### config.mk
export PLATFORM = sky130hd
export DESIGN_NAME = positional_list_store
export DESIGN_NICKNAME = d
export VERILOG_FILES = /design/src/rtl/pls_pkg.sv /design/src/rtl/pls_ram.sv /design/src/rtl/pls_ctrl.sv /design/src/rtl/positional_list_store.sv
export SDC_FILE = /design/constraint.sdc
export NUM_CORES = 2
export LEC_CHECK = 0
export BUFFER_PORTS_ARGS = -buffer_cell sky130_fd_sc_hd__buf_2
export CORE_ASPECT_RATIO = 1.2
export CORE_MARGIN = 8
export CORE_UTILIZATION = 29
export DETAILED_ROUTE_END_ITERATION = 8
export MAX_ROUTING_LAYER = met4
export PLACE_DENSITY_LB_ADDON = 0.2
export SLEW_MARGIN = 20
export SYNTH_ARGS = -nofsm -noshare
export SYNTH_HDL_FRONTEND = slang
export SYNTH_HIERARCHICAL = 1
export SYNTH_SLANG_ARGS = --single-unit
### constraint.sdc
create_clock -name clk -period 7 [get_ports clk]
set_input_delay 1.4 -clock clk [delete_from_list [all_inputs] [get_ports clk]]
set_output_delay 1.4 -clock clk [all_outputs]
set_load 0.05 [all_outputs]
### src/rtl/pls_pkg.sv
`default_nettype none
// ----------------------------------------------------------------------------
// pls_pkg
// shared sizes, codes and beat types of the positional list store
// ----------------------------------------------------------------------------
package pls_pkg;

  localparam int CAPACITY = 64;
  // address of one stored element
  localparam int AW = $clog2(CAPACITY);
  // element count, holds 0..CAPACITY
  localparam int CW = $clog2(CAPACITY + 1);
  // common width for comparing position against count
  localparam int PW = ((CW > 7) ? CW : 7) + 1;

  localparam int POS_W   = 7;
  localparam int VAL_W   = 32;
  localparam int TOTAL_W = 7;

  localparam logic KIND_INSERT = 1'b0;
  localparam logic KIND_DELETE = 1'b1;

  typedef enum logic [1:0] {
    STATUS_OK     = 2'd0,
    STATUS_BADPOS = 2'd1,
    STATUS_EMPTY  = 2'd2,
    STATUS_FULL   = 2'd3
  } status_t;

  typedef struct packed {
    logic                    kind;
    logic [POS_W-1:0]        position;
    logic signed [VAL_W-1:0] value;
  } in_beat_t;

  typedef struct packed {
    status_t                 status;
    logic signed [VAL_W-1:0] removed_value;
    logic [TOTAL_W-1:0]      element_total;
  } out_beat_t;

  // finished result handed from the sequencer to the output stage
  typedef struct packed {
    logic      valid;
    out_beat_t beat;
  } pls_res_t;

  // low bits of the element count as carried on the result beat
  function automatic logic [TOTAL_W-1:0] count_to_total(input logic [CW-1:0] cnt);
    logic [CW+TOTAL_W-1:0] ext;
    ext = {{TOTAL_W{1'b0}}, cnt};
    return ext[TOTAL_W-1:0];
  endfunction

endpackage
`default_nettype wire

### src/rtl/pls_ram.sv
`default_nettype none
// ----------------------------------------------------------------------------
// pls_ram
// generic simple dual-port ram, one write and one registered read per cycle
// ----------------------------------------------------------------------------
module pls_ram #(
  parameter int WIDTH = 32,
  parameter int DEPTH = 64
) (
  input  wire logic                     clk,
  input  wire logic                     we,
  input  wire logic [$clog2(DEPTH)-1:0] waddr,
  input  wire logic [WIDTH-1:0]         wdata,
  input  wire logic [$clog2(DEPTH)-1:0] raddr,
  output logic      [WIDTH-1:0]         rdata
);

  logic [WIDTH-1:0] mem [DEPTH];

  always_ff @(posedge clk) begin
    if (we) begin
      mem[waddr] <= wdata;
    end
    rdata <= mem[raddr];
  end

endmodule
`default_nettype wire

### src/rtl/pls_ctrl.sv
`default_nettype none
// ----------------------------------------------------------------------------
// pls_ctrl
// operation sequencer: checks each beat, moves elements through the store
// one per cycle and produces the result
// ----------------------------------------------------------------------------
module pls_ctrl (
  input  wire logic               clk,
  input  wire logic               rst_n,
  input  wire logic               in_valid,
  output logic                    in_ready,
  input  wire pls_pkg::in_beat_t  in_data,
  output pls_pkg::pls_res_t       res,
  input  wire logic               res_ready
);

  typedef enum logic [1:0] {
    ST_IDLE,
    ST_SHIFT,
    ST_DONE
  } state_t;

  state_t                            state_r, state_nxt;
  logic                              ins_r, ins_nxt;
  logic [pls_pkg::AW-1:0]            k_r, k_nxt;
  logic [pls_pkg::AW-1:0]            cur_r, cur_nxt;
  logic [pls_pkg::CW-1:0]            rem_r, rem_nxt;
  logic                              pend_r, pend_nxt;
  logic                              pend_wr_r, pend_wr_nxt;
  logic [pls_pkg::AW-1:0]            pend_addr_r, pend_addr_nxt;
  logic signed [pls_pkg::VAL_W-1:0]  val_r, val_nxt;
  logic signed [pls_pkg::VAL_W-1:0]  removed_r, removed_nxt;
  pls_pkg::status_t                  status_r, status_nxt;
  logic [pls_pkg::CW-1:0]            count_r, count_nxt;
  logic [pls_pkg::CW-1:0]            count_new_r, count_new_nxt;

  logic [pls_pkg::PW-1:0]            n_ext, p_ext;
  logic [pls_pkg::PW-1:0]            k_ext;
  logic                              pos_bad;
  pls_pkg::status_t                  chk_status;

  logic                              ram_we;
  logic [pls_pkg::AW-1:0]            ram_waddr;
  logic [pls_pkg::VAL_W-1:0]         ram_wdata;
  logic [pls_pkg::VAL_W-1:0]         ram_rdata;

  pls_ram #(
    .WIDTH (pls_pkg::VAL_W),
    .DEPTH (pls_pkg::CAPACITY)
  ) u_store (
    .clk   (clk),
    .we    (ram_we),
    .waddr (ram_waddr),
    .wdata (ram_wdata),
    .raddr (cur_r),
    .rdata (ram_rdata)
  );

  assign in_ready = (state_r == ST_IDLE);

  // position checks on the incoming beat
  always_comb begin
    n_ext = pls_pkg::PW'(count_r);
    p_ext = pls_pkg::PW'(in_data.position);
    k_ext = p_ext - pls_pkg::PW'(1);
    if (in_data.kind == pls_pkg::KIND_INSERT) begin
      pos_bad = (p_ext == '0) || (p_ext > n_ext + pls_pkg::PW'(1));
      priority if (count_r >= pls_pkg::CW'(pls_pkg::CAPACITY)) begin
        chk_status = pls_pkg::STATUS_FULL;
      end else if (pos_bad) begin
        chk_status = pls_pkg::STATUS_BADPOS;
      end else begin
        chk_status = pls_pkg::STATUS_OK;
      end
    end else begin
      pos_bad = (p_ext == '0) || (p_ext > n_ext);
      priority if (count_r == '0) begin
        chk_status = pls_pkg::STATUS_EMPTY;
      end else if (pos_bad) begin
        chk_status = pls_pkg::STATUS_BADPOS;
      end else begin
        chk_status = pls_pkg::STATUS_OK;
      end
    end
  end

  always_comb begin
    state_nxt     = state_r;
    ins_nxt       = ins_r;
    k_nxt         = k_r;
    cur_nxt       = cur_r;
    rem_nxt       = rem_r;
    pend_nxt      = 1'b0;
    pend_wr_nxt   = pend_wr_r;
    pend_addr_nxt = pend_addr_r;
    val_nxt       = val_r;
    removed_nxt   = removed_r;
    status_nxt    = status_r;
    count_nxt     = count_r;
    count_new_nxt = count_new_r;
    ram_we        = 1'b0;
    ram_waddr     = pend_addr_r;
    ram_wdata     = ram_rdata;

    unique case (state_r)
      ST_IDLE: begin
        if (in_valid) begin
          ins_nxt     = (in_data.kind == pls_pkg::KIND_INSERT);
          k_nxt       = k_ext[pls_pkg::AW-1:0];
          val_nxt     = in_data.value;
          removed_nxt = '0;
          status_nxt  = chk_status;
          // reads needed: count minus zero-based position, for both kinds
          rem_nxt     = pls_pkg::CW'(n_ext - k_ext);
          if (in_data.kind == pls_pkg::KIND_INSERT) begin
            cur_nxt       = pls_pkg::AW'(count_r - pls_pkg::CW'(1));
            count_new_nxt = count_r + pls_pkg::CW'(1);
          end else begin
            cur_nxt       = k_ext[pls_pkg::AW-1:0];
            count_new_nxt = count_r - pls_pkg::CW'(1);
          end
          if (chk_status == pls_pkg::STATUS_OK) begin
            state_nxt = ST_SHIFT;
          end else begin
            count_new_nxt = count_r;
            state_nxt     = ST_DONE;
          end
        end
      end

      ST_SHIFT: begin
        // data read last cycle lands here
        if (pend_r) begin
          if (pend_wr_r) begin
            ram_we = 1'b1;
          end else begin
            removed_nxt = ram_rdata;
          end
        end
        if (rem_r != '0) begin
          pend_nxt = 1'b1;
          rem_nxt  = rem_r - pls_pkg::CW'(1);
          if (ins_r) begin
            pend_addr_nxt = cur_r + pls_pkg::AW'(1);
            pend_wr_nxt   = 1'b1;
            cur_nxt       = cur_r - pls_pkg::AW'(1);
          end else begin
            // first read of a delete fetches the removed element
            pend_addr_nxt = cur_r - pls_pkg::AW'(1);
            pend_wr_nxt   = (cur_r != k_r);
            cur_nxt       = cur_r + pls_pkg::AW'(1);
          end
        end else if (!pend_r) begin
          if (ins_r) begin
            ram_we    = 1'b1;
            ram_waddr = k_r;
            ram_wdata = val_r;
          end
          state_nxt = ST_DONE;
        end
      end

      ST_DONE: begin
        if (res_ready) begin
          count_nxt = count_new_r;
          state_nxt = ST_IDLE;
        end
      end

      default: begin
        state_nxt = ST_IDLE;
      end
    endcase
  end

  always_comb begin
    res.valid              = (state_r == ST_DONE);
    res.beat.status        = status_r;
    res.beat.removed_value = removed_r;
    res.beat.element_total = pls_pkg::count_to_total(count_new_r);
  end

  always_ff @(posedge clk) begin
    if (!rst_n) begin
      state_r <= ST_IDLE;
      pend_r  <= 1'b0;
      count_r <= '0;
    end else begin
      state_r <= state_nxt;
      pend_r  <= pend_nxt;
      count_r <= count_nxt;
    end
    ins_r       <= ins_nxt;
    k_r         <= k_nxt;
    cur_r       <= cur_nxt;
    rem_r       <= rem_nxt;
    pend_wr_r   <= pend_wr_nxt;
    pend_addr_r <= pend_addr_nxt;
    val_r       <= val_nxt;
    removed_r   <= removed_nxt;
    status_r    <= status_nxt;
    count_new_r <= count_new_nxt;
  end

endmodule
`default_nettype wire

### src/rtl/positional_list_store.sv
`default_nettype none
// ----------------------------------------------------------------------------
// positional_list_store
// ordered list of signed 32-bit values with insert and delete by position
// ----------------------------------------------------------------------------
//  channel  handshake             payload               direction
//  in       in_valid / in_ready   in_data  (in_beat_t)  input
//  out      out_valid / out_ready out_data (out_beat_t) output
//
//  an insert or delete at 1-based position p on a list of n elements moves
//  n-p+1 entries through the store ram, one per cycle over its single read
//  and write port; an error moves nothing. reset clears only the count,
//  with no ram sweep.
//  a finished result sits in the output register; the next beat is taken
//  while it waits and only its own result stalls behind an unread one.
// ----------------------------------------------------------------------------
module positional_list_store (
  input  wire logic               clk,
  input  wire logic               rst_n,
  input  wire logic               in_valid,
  output logic                    in_ready,
  input  wire pls_pkg::in_beat_t  in_data,
  output logic                    out_valid,
  input  wire logic               out_ready,
  output pls_pkg::out_beat_t      out_data
);

  pls_pkg::pls_res_t  res;
  logic               res_ready;
  logic               out_valid_r;
  pls_pkg::out_beat_t out_data_r;

  pls_ctrl u_ctrl (
    .clk       (clk),
    .rst_n     (rst_n),
    .in_valid  (in_valid),
    .in_ready  (in_ready),
    .in_data   (in_data),
    .res       (res),
    .res_ready (res_ready)
  );

  // output slot is free when empty or emptied this cycle
  assign res_ready = !out_valid_r || out_ready;

  always_ff @(posedge clk) begin
    if (!rst_n) begin
      out_valid_r <= 1'b0;
    end else if (res_ready) begin
      out_valid_r <= res.valid;
    end
    if (res_ready && res.valid) begin
      out_data_r <= res.beat;
    end
  end

  assign out_valid = out_valid_r;
  assign out_data  = out_data_r;

endmodule
`default_nettype wire

[Yosys cells after proc, flatten, opt, wreduce, memory -nomap -nowiden]
Memories as Yosys holds them, arrays and structs flattened. A register that Yosys moved wholly into a read port is not among the register bits.
Index checks and enable logic that the tools add are counted.
Storage, ports and cells
  flip-flop bits (word level): 152
  memory bits (writable): 2048
  input port bits: 44
  output and inout bits: 43
  logic and storage cells: 101
  memories: 1
Memories
  u_ctrl.u_store.mem: words 64, width 32, rd ports 1, clocked after memory_dff 1, write ports 1, RTL line pls_ram.sv:18  | logic [WIDTH-1:0] mem [DEPTH];
Cells by class
  $add $sub $neg: 8
  order comparisons: 3
  equality and inequality tests: 10
  muxes and demuxes: 43
  bitwise gates (word level): 1
  reductions and logical operators: 18
Operators by type and width (number)
  $mux W32: 7
  $pmux W32 S2: 1
  $mux W6: 9
  $mux W7: 4
  $sub A7 B1 Y7 const B: 3
  $mux W2: 8
  $logic_not A7 Y1: 2
  $pmux W7 S2: 1
  $pmux W6 S2: 1
  $mux W1: 11
  $add A7 B1 Y8 const B: 1
  $gt A7 B8 Y1: 1
  $ne A2 B2 Y1 const B: 4
  $reduce_and A2 Y1: 4
  $reduce_and A4 Y1: 2
  $add A7 B1 Y7 const B: 1
  $ge A7 B7 Y1 const B: 1
  $gt A7 B7 Y1: 1
  $reduce_bool A7 Y1: 1
  $sub A7 B7 Y7: 1
  $add A6 B1 Y6 const B: 1
  $ne A2 B1 Y1 const B: 3
  $ne A6 B6 Y1: 1
  $pmux W2 S3: 1
  other kinds (10): 13

[Longest topological paths before layout]
  word-level depth: 10
  mapped depth: 12
  mapped depth without buffers: 11

[Modules after synthesis]
Netlist, hierarchy kept.
Modules (own cells, without submodules)
  pls_ram: instances 1, cells each 3324, area each 78515.3 um2, seq. area each 62139.6 um2
  pls_ctrl: instances 1, cells each 486, area each 5883.1 um2, seq. area each 3203.1 um2
  positional_list_store: instances 1, cells each 46, area each 1288.7 um2, seq. area each 1251.2 um2

[Least setup slack after synthesis]
OpenSTA, ideal clock, no wires.
  path kind: register -> register
  start point: register u_ctrl/rem_r[3] in the netlist's numbering
  end point: memory u_ctrl.u_store.mem[48][0], enable pin
  library setup time: 0.461 ns
  data arrival time: 4.526 ns
  data required time: 6.539 ns
  path slack: 2.013 ns
  stages on the path, launching flop included: 13
  path buffers: 3
  clock period less this slack: 4.987 ns
  cells stage by stage: edfxtp_1 -> or3_4 -> nor2_4 -> nand3b_4 -> nor3_4 -> nand2_1 -> buf_6 -> buf_6 -> mux2_4 -> clkbuf_1 -> nor2b_1 -> nand4b_1 -> nor3_1
Between the ends
  elaborated cells between the ends (all ways): 7
  classes of those cells: 6 x mux; 1 x reduce/logical
RTL lines
  start, declared: RTL line pls_ctrl.sv:27  | logic [pls_pkg::CW-1:0] rem_r, rem_nxt;
  start signal, assigned: RTL line pls_ctrl.sv:196  | rem_r <= rem_nxt;
  $reduce_bool A7 Y1: RTL line pls_ctrl.sv:140  | if (rem_r != '0) begin
  $mux W6: RTL line pls_ctrl.sv:140
  $mux W6: RTL line pls_ctrl.sv:105  | unique case (state_r)
  via u_ctrl.ram_waddr (one bit): RTL line pls_ctrl.sv:43  | logic [pls_pkg::AW-1:0] ram_waddr;
  end, declared: RTL line pls_ram.sv:18
The timed path passes the listed nets, and every way through them passes these cells.

[Final worst setup path]
  start point: register u_ctrl.state_r[1]
  end point: memory u_ctrl.u_store.mem[38][5], enable pin
Between the ends
  elaborated cells between the ends (all ways): 5
  classes of those cells: 1 x eq/ne; 4 x mux
RTL lines
  start, declared: RTL line pls_ctrl.sv:23  | state_t state_r, state_nxt;
  start signal, assigned: RTL line pls_ctrl.sv:189  | state_r <= state_nxt;
  $eq A2 B1 Y1: RTL line pls_ctrl.sv:105
  $mux W6: RTL line pls_ctrl.sv:105
  via u_ctrl.ram_waddr (one bit): RTL line pls_ctrl.sv:43
The timed path passes the listed nets, and every way through them passes these cells.

==> flow_summary.ini <==
[status]
status = completed

[worst_hold_path]
min_from = u_ctrl/removed_r[3]
min_path_type = flop to flop
hold_depth = 0

[synthesis]
synth_top_cell_by_area = edfxtp_1
yosysSeqAreaShare = 0.777
synth.area.top_cells = edfxtp_1, mux4_2, mux2i_1
synth-main-ff-cell = edfxtp_1
yosys_warnings = 6
ys_seq_elements = 2232
ys_async_sr_fraction = 0
synth_cells = 3856
synth_fp_nets = 3929
synthesis.area_um2 = 85700
syn_avg_cell_area_um2 = 22.2
yosysTopAreaCellShare = 0.767
ys_types = 64
synth_edf_count = 2189

[floorplan]
die-area_um2 = 313000
die_w_um = 512
core_um2 = 294000
die_h_um = 611
row_count = 218
start_util = 0.291
io_pins = 87

[worst_setup_path]
worstPathArrival_ps = 5430
critical_path.cell_chain = nand2b_1, nor3_4, nand2_2, buf_4, mux2_4, nor2b_1, nand3_2, nor2_4, buf_4
setup.worst_path.start = u_ctrl/state_r[1]
end_kind = flop
cp.required_ps = 7530
worstSetupStartpointType = flop
reg2reg_depth = 9
cpMostUsedCell = buf_4
max_stage_delay_ps = 810
regToRegStartpoint = u_ctrl/state_r[1]
path_class = flop to flop
critPathMaxFanout = 39
critPathTopFamily = simple AND/OR/NAND/NOR gates
crit_slowest_cell = nor2_4
crit_buf_inv = 2
cp.depth = 9

[clocking]
cts_tree = built
cts_max_path_buffers = 4
cts_hold_buf = 0
clk_pin_slew_ps = 60
htree_levels = 4
cts_root_buffer = clkbuf_16
clock_sinks = 2232
numCtsBuffers = 231
post_cts_resized = 0
clk_latency_ps = 890
post-cts-setup-buffers = 0

[final_layout]
drive_gt1_frac = 0.282
final_util = 0.338
fin_nets = 4186
final_area_um2 = 99400
areaGrowthSynthToFinish_pct = 16.0

[placed_design]
routabilityCongestion = 0.876
numPortBuffers = 86
dp_hpwl_um = 163000
dpl_cell_area_um2 = 92000

[global_route]
grt_max_degree = 87
use_met1 = 0.208
antenna_found_initial = 22
grt_pass1_vias = 41600
grt_use_met3 = 0.0251
grt_usage = 0.167
grt_use_met2 = 0.284
gr-total-overflow = 0
grt_first_pass_wirelength_um = 358000
grt.busiest_layer = met2

[timing]
timing.final.max_slew_violations = 0
finalCritPeriodShare = 0.701
fin_crit_ps = 4910
worstMarginPinSlew_ps = 1190
slew_headroom = 0.206
finalSetupTns_ps = 0
rsz0062_at_grt = no
finalSetupViolCount = 0
clock_skew_ps = 79.1
hold_viol_final = 0
clock.fmax_mhz = 204

[drt]
viasPerCell = 5.00
drt_iter0_drc = 4227
remaining_drc_errors = 0
ant_nets = 0
wl_per_cell_um = 32.2
drt-total-wl_um = 263000
num_vias = 40800
firstDrtPassIters = 5

[power]
p_leak_nw = 31.0
peakVddDrop_v = 0.000291
intPower_mw = 25.6
comb_power_share = 0.199
pwr-share-clk = 0.333
seqPwrFrac = 0.468
switching_share = 0.299
finalPower_mw = 36.5
power.density_nw_per_um2 = 367
p_sw_mw = 10.9

[flow_run]
maxCapViolations = 0
==> flip-flops by register name, summed over array words and instances (netlist names) <==
register and count:
u_ctrl/count_new_r 7, u_ctrl/state_r 2, u_ctrl/rem_r 7, out_data 41, u_ctrl/val_r 32, u_ctrl/pend_wr_r 1
u_ctrl/k_r 6, u_ctrl/pend_r 1, out_valid 1, u_ctrl/count_r 7, u_ctrl/pend_addr_r 6, u_ctrl/u_store/mem 2048
u_ctrl/cur_r 6, u_ctrl/status_r 2, u_ctrl/removed_r 32, u_ctrl/u_store/rdata 32, u_ctrl/ins_r 1
==> final timing paths <==
path | endpoint | slack (ps)
min | out_data[10] | 420
min reg2reg | out_data[10] | 420
max | u_ctrl/u_store/mem[38][5] | 2090
max reg2reg | u_ctrl/u_store/mem[38][5] | 2090
==> kinds of logic (layout without fill, tap and decap cells) <==
kind of cell,count (synthesis),count (layout),synth area share
mux,681,681,0.160
fa+ha+maj,29,29,0.00432
simple gates,368,368,0.0209
xor+xnor,42,42,0.00429
compound gates,272,272,0.0206
flops,2232,2232,0.777
buf+inv,232,674,0.0127
other cells,0,13,0
==> layout by cell type, fill, tap and decap left out, types with 43 or more instances in the layout <==
cell type and instances:
edfxtp_1 2189, mux4_2 544, clkbuf_16 234, buf_4 121
mux2i_1 99, nor2_1 92, buf_2 86, o22ai_1 86
a21oi_1 75, nor2_4 63, clkinv_1 60, nand2_1 57
clkbuf_1 50, dfxtp_1 43
==> power groups by stage <==
stage	registers (mW)	logic [mW]	clock network, mW
after floorplan	17.2	3.41	0
after global placement	17.4	7.44	0
after detailed placement	17.4	7.50	0
after CTS	17.1	7.49	12.5
after global routing	17.1	7.58	12.9
final	17.1	7.25	12.2
==> cell type report <==
class	count	area [um^2]
Fill cell	27400	195000
Sequential cell	2232	66600
Multi-Input combinational cell	1392	18700
Clock buffer	288	6100
Tap cell	3850	4820
Timing Repair Buffer	229	1830
Clock inverter	130	1290
Inverter	27	101
Antenna cell	13	32.5
==> worst reg2reg max path: cells and delay by family (launching register included) <==
kind	cells	cell delay [ps]
mux	1	430
simple gates	6	2640
buf+inv	2	1030
flops	1	460
==> Yosys cell counts (all sizes together) (37+ instances only) <==
master	number
dfxtp	43
mux4	544
nand2	59
edfxtp	2189
clkbuf	92
a21oi	75
and2	37
mux2i	99
nor2	157
o22ai	86
buf	113
mux2	38
==> metal layers <==
layer / part of all wire / up-vias / wire [um]
li1: - / 16700 / -
met5: 0 / - / 0
met3: 0.063 / 375 / 16600
met4: 0.037 / 0 / 9670
met1: 0.39 / 22300 / 103000
met2: 0.51 / 1441 / 133000
==> per-stage QoR <==
step	instances	hold slack [ps]	setup WS (ps)
after global routing	8150	419	1900
final	8161	418	2090
after detailed placement	7729	405	2150
after CTS	8147	419	2100
after floorplan	3856	400	2010
after global placement	7720	406	2180
(Power assumes the default switching activity.)
